==> config.mk <==
export PLATFORM = sky130hd
export DESIGN_NAME = qau_round_lane
export DESIGN_NICKNAME = d
export VERILOG_FILES = /design/src/hdl/qau_pkg.sv /design/src/hdl/qau_round_lane.sv
export SDC_FILE = /design/constraint.sdc
export NUM_CORES = 1
export LEC_CHECK = 0
export ABC_AREA = 1
export ABC_CLOCK_PERIOD_IN_PS = 2400
export BUFFER_PORTS_ARGS = -buffer_cell sky130_fd_sc_hd__buf_2
export CAP_MARGIN = 40
export CORE_UTILIZATION = 30
export CTS_CLUSTER_SIZE = 10
export DETAILED_ROUTE_END_ITERATION = 10
export PLACE_DENSITY = 0.62
export SETUP_SLACK_MARGIN = 0.4
export SLEW_MARGIN = 20
export SYNTH_ARGS = -nofsm -noshare
export SYNTH_HDL_FRONTEND = slang
export SYNTH_SLANG_ARGS = --single-unit
==> constraint.sdc <==
create_clock -name clk -period 2.4 [get_ports clk]
set_input_delay 0.12 -clock clk [delete_from_list [all_inputs] [get_ports clk]]
set_output_delay 0.12 -clock clk [all_outputs]
set_load 0.02 [all_outputs]
==> src/hdl/qau_pkg.sv <==
// qau_pkg: shared constants, types and helpers of the quaternion arithmetic unit
// used by every module of the unit; depends on nothing
`default_nettype none

package qau_pkg;

	localparam int DATA_W    = 32;
	localparam int FRAC_BITS = 16;
	localparam int PROD_W    = 2 * DATA_W;
	localparam int ACC_W     = PROD_W + 3;

	localparam int N_Q   = 4;
	localparam int N_M   = 9;
	localparam int N_SUM = N_Q + N_M;
	localparam int N_V   = 3;

	typedef enum logic [1:0] {
		MODE_QMUL = 2'd0,
		MODE_ROT  = 2'd1,
		MODE_RATE = 2'd2,
		MODE_NONE = 2'd3
	} mode_t;

	typedef struct packed {
		logic signed [DATA_W-1:0] val;
		logic                     sat;
	} rnd_t;

	function automatic logic signed [ACC_W-1:0] sext_p(input logic signed [PROD_W-1:0] p);
		return {{(ACC_W-PROD_W){p[PROD_W-1]}}, p};
	endfunction

endpackage

`default_nettype wire

==> src/hdl/qau_round_lane.sv <==
// qau_round_lane: one lane of round half up, shift and clip to 32 bits, registered
// depends on qau_pkg
`default_nettype none

module qau_round_lane (
	input  wire logic                            clk,
	input  wire logic signed [qau_pkg::ACC_W-1:0] acc,
	output qau_pkg::rnd_t                         res
);

	localparam logic signed [qau_pkg::ACC_W-1:0] HALF =
		qau_pkg::ACC_W'(1) <<< (qau_pkg::FRAC_BITS - 1);
	localparam int HI_LO = qau_pkg::FRAC_BITS + qau_pkg::DATA_W - 1;

	logic signed [qau_pkg::ACC_W-1:0] t;
	logic [qau_pkg::ACC_W-1-HI_LO:0]  hi;
	logic                             fits;
	qau_pkg::rnd_t                    nxt;
	qau_pkg::rnd_t                    res_q;

	always_comb begin
		t    = acc + HALF;
		hi   = t[qau_pkg::ACC_W-1:HI_LO];
		fits = (&hi) | ~(|hi);
		if (fits) begin
			nxt.val = t[HI_LO:qau_pkg::FRAC_BITS];
			nxt.sat = 1'b0;
		end else begin
			nxt.val = t[qau_pkg::ACC_W-1] ? {1'b1, {(qau_pkg::DATA_W-1){1'b0}}}
				: {1'b0, {(qau_pkg::DATA_W-1){1'b1}}};
			nxt.sat = 1'b1;
		end
	end

	always_ff @(posedge clk) begin
		res_q <= nxt;
	end

	assign res = res_q;

endmodule

`default_nettype wire

==> results by group <==
Global routing
  • Grt total ovfl: 0
  • Largest net degree at the start of global routing: 33
  • Number of global-route vias before repair: approximately 3.4k
  • First-pass GRT wire length: 16900 um
  • Initial antenna violation count: 0
  • Total GRT Usage: 0.197

Route
  • DRT Wirelength: ~11000 um
  • DRC: 0
  • Met3 wire length: 553 um
  • Top Layer Used: met4
  • Via/cell ratio: around 4.7
  • Met2 WL: a little over 5000 um
  • DRT Pass-1 Iters: 4
  • 1st-iter DRT viols: 229
  • Post-Route M1 WL: between 5000 and 6000 um
  • Total vias in the final route: between 3k and 4k
  • Routed len/inst: approximately 14 um
  • DRT antenna net count: 0

Finish
  • Commonest non-fill, non-tap cell in the layout: nand2_1
  • Final instance area: 0.00407 mm^2
  • Layout cells sized above 1: 0.277
  • FILL cells: approximately 1.1k
  • Area Overhead vs Synth: 31.2%
  • Final #Nets: 723
  • Max reg flops: 33
  • N_diodes: 0
  • Most frequent cells in the layout: nand2_1 (235), buf_2 (85), nor2_1 (66), inv_1 (43), nand3_1 (35)

Setup path
  • Type of the worst setup path: in2reg
  • WP data arrival: 2.12 ns
  • CP required: between 2 and 3 ns
  • CP startpoint kind: input pin
  • Setup crit end kind: register
  • CP Max Fanout: 15

Clock network
  • CTS tree: built
  • Clock tree buffer depth: 2
  • Num CTS Buffers: 5
  • CTS H-tree depth: 2
  • CTS clk-pin slew, worst paths: about 0.080 ns
  • # clock sinks: 33
  • Root Buffer Master: clkbuf_8

Die
  • IO Count: ~100
  • DIE WIDTH: around 100 um
  • Starting density of the core: 0.313
  • Die area: ~0.011 mm^2
  • Area of the core: 0.00991 mm^2
  • Die Span Y: between 100 and 150 um
  • Site Rows: 36

Power and ir drop
  • Pwr dens: 353 mW/mm^2
  • Max VDD drop: roughly 0.17 mV
  • Leakage Power: 1.86 nW

STA
  • Min Tclk post-route: 1.94 ns
  • Worst slew pin tran: approximately 0.38 ns
  • RSZ-0062 raised after global routing: no
  • Hold Vio Cnt, Final: 0
  • Rel. slew slack: 0.743
  • Final worst path period share: 0.810
  • Setup violators final: 0
  • Peak Freq: between 500 and 600 MHz
  • Setup TNS: 0 ns
  • Slew Limit Fails: 0

Synth
  • Synthesized instance count: 550
  • FF+latch count, synth: 33
  • Avg Cell Area, Syn: between 5 and 6 um^2
  • Yosys warns: 0
  • Mapped Area: between 0.003 and 0.004 mm^2
  • Syn Nets: 619
  • Yosys cell types: 25
  • Post-synthesis sequential area ratio: 0.213

Place
  • Area after DPL: roughly 0.0037 mm^2
  • Routability congestion estimate: 0.897
  • DP HPWL: 8810 um
  • I/O Buffers: 85

Min path
  • Hold WC Path Type: in2reg
  • Hold path cells: 4

Run
  • Max-cap violations: 0

Outcome
  • Outcome: complete, no violations
[cells by family after synthesis]
family          share of synthesized area
flops                               0.213
xor+xnor                           0.0847
fa+ha+maj                         0.00403
compound gates                    0.00726
simple gates                        0.609
buf+inv                            0.0823
[layout make-up]
class / instances / area, um^2 / area share
clock buffer: 5 / 68.8 / 0.0169
clock inverter: 2 / 35.0 / 0.00862
inverter: 47 / 176 / 0.0434
multi-input combinational: 464 / 2370 / 0.583
sequential: 33 / 661 / 0.162
tap: 133 / 166 / 0.0409
timing repair buffer: 103 / 588 / 0.145
[layer usage]
metal	vias to the layer above	global-route usage
met1	1667	0.260
met5	-	0
met3	15	0.0264
met2	107	0.333
met4	0	0.0602
li1	1917	-
[stage by stage]
stage          hold WS (ns)   util  total power [mW]  instances  worst slack (ns)
3_5_place_dp          0.446  0.375             0.916        773            0.0218
4_1_cts               0.145  0.389              1.42        783             0.402
6_report              0.143  0.410              1.44        787             0.456
5_1_grt               0.169  0.410              1.51        787             0.354
3_3_place_gp          0.447  0.375             0.914        773            0.0531
2_1_floorplan         0.251      -             0.775        550             0.565
[cells in the mapped netlist]
cell,instances,share of area
nor2_4,6,0.022
nor2_1,88,0.11
ha_1,1,0.0040
xnor2_1,16,0.045
nor2_2,17,0.034
buf_6,7,0.025
nand2_1,240,0.29
nor2_8,1,0.0065
nand3_2,4,0.013
dfxtp_1,33,0.21
clkinv_1,1,0.0012
xor2_1,14,0.040
nor3_2,2,0.0065
o21bai_1,1,0.0024
o21ai_1,1,0.0016
nand2_2,5,0.010
a21oi_1,1,0.0016
nor3_1,3,0.0048
inv_1,43,0.052
nand4_1,24,0.048
nor3b_1,1,0.0024
nand3_1,35,0.056
nand2_4,2,0.0073
o21ai_0,1,0.0016
inv_2,3,0.0036
[report_power, final]
| part | switching (mW) | leakage, nW | total (mW) | internal [mW] |
|---|---|---|---|---|
| Clock | 0.206 | 0.0540 | 0.508 | 0.302 |
| Sequential | 0.00542 | 0.278 | 0.581 | 0.576 |
| Combinational | 0.226 | 1.53 | 0.348 | 0.122 |
[timing repair]
item                       CTS  global route
setup buffers                2             3
gates resized for setup      3            44
cloned                       1             1
pin swaps                    1             7
setup endpoints to repair   32            32
hold buffers                 0             0
[worst paths after layout]
path	slack [ns]	from	to
hold / removal	0.14	acc[24]	res[9]
setup / recovery	0.46	acc[28]	res[12]
[critical path, cell delays in order]
cell	delay, ns
buf_2	0.11
nand2_1	0.12
nor2_2	0.25
nand2_2	0.16
nor2_4	0.20
buf_4	0.15
nand4_1	0.08
nand2_1	0.13
nand3_1	0.10
nor2_2	0.17
nand3_4	0.14
nand3_4	0.15
clkbuf_16	0.18
nand2_1	0.06
Note: power is estimated with default switching activity, not from simulation.
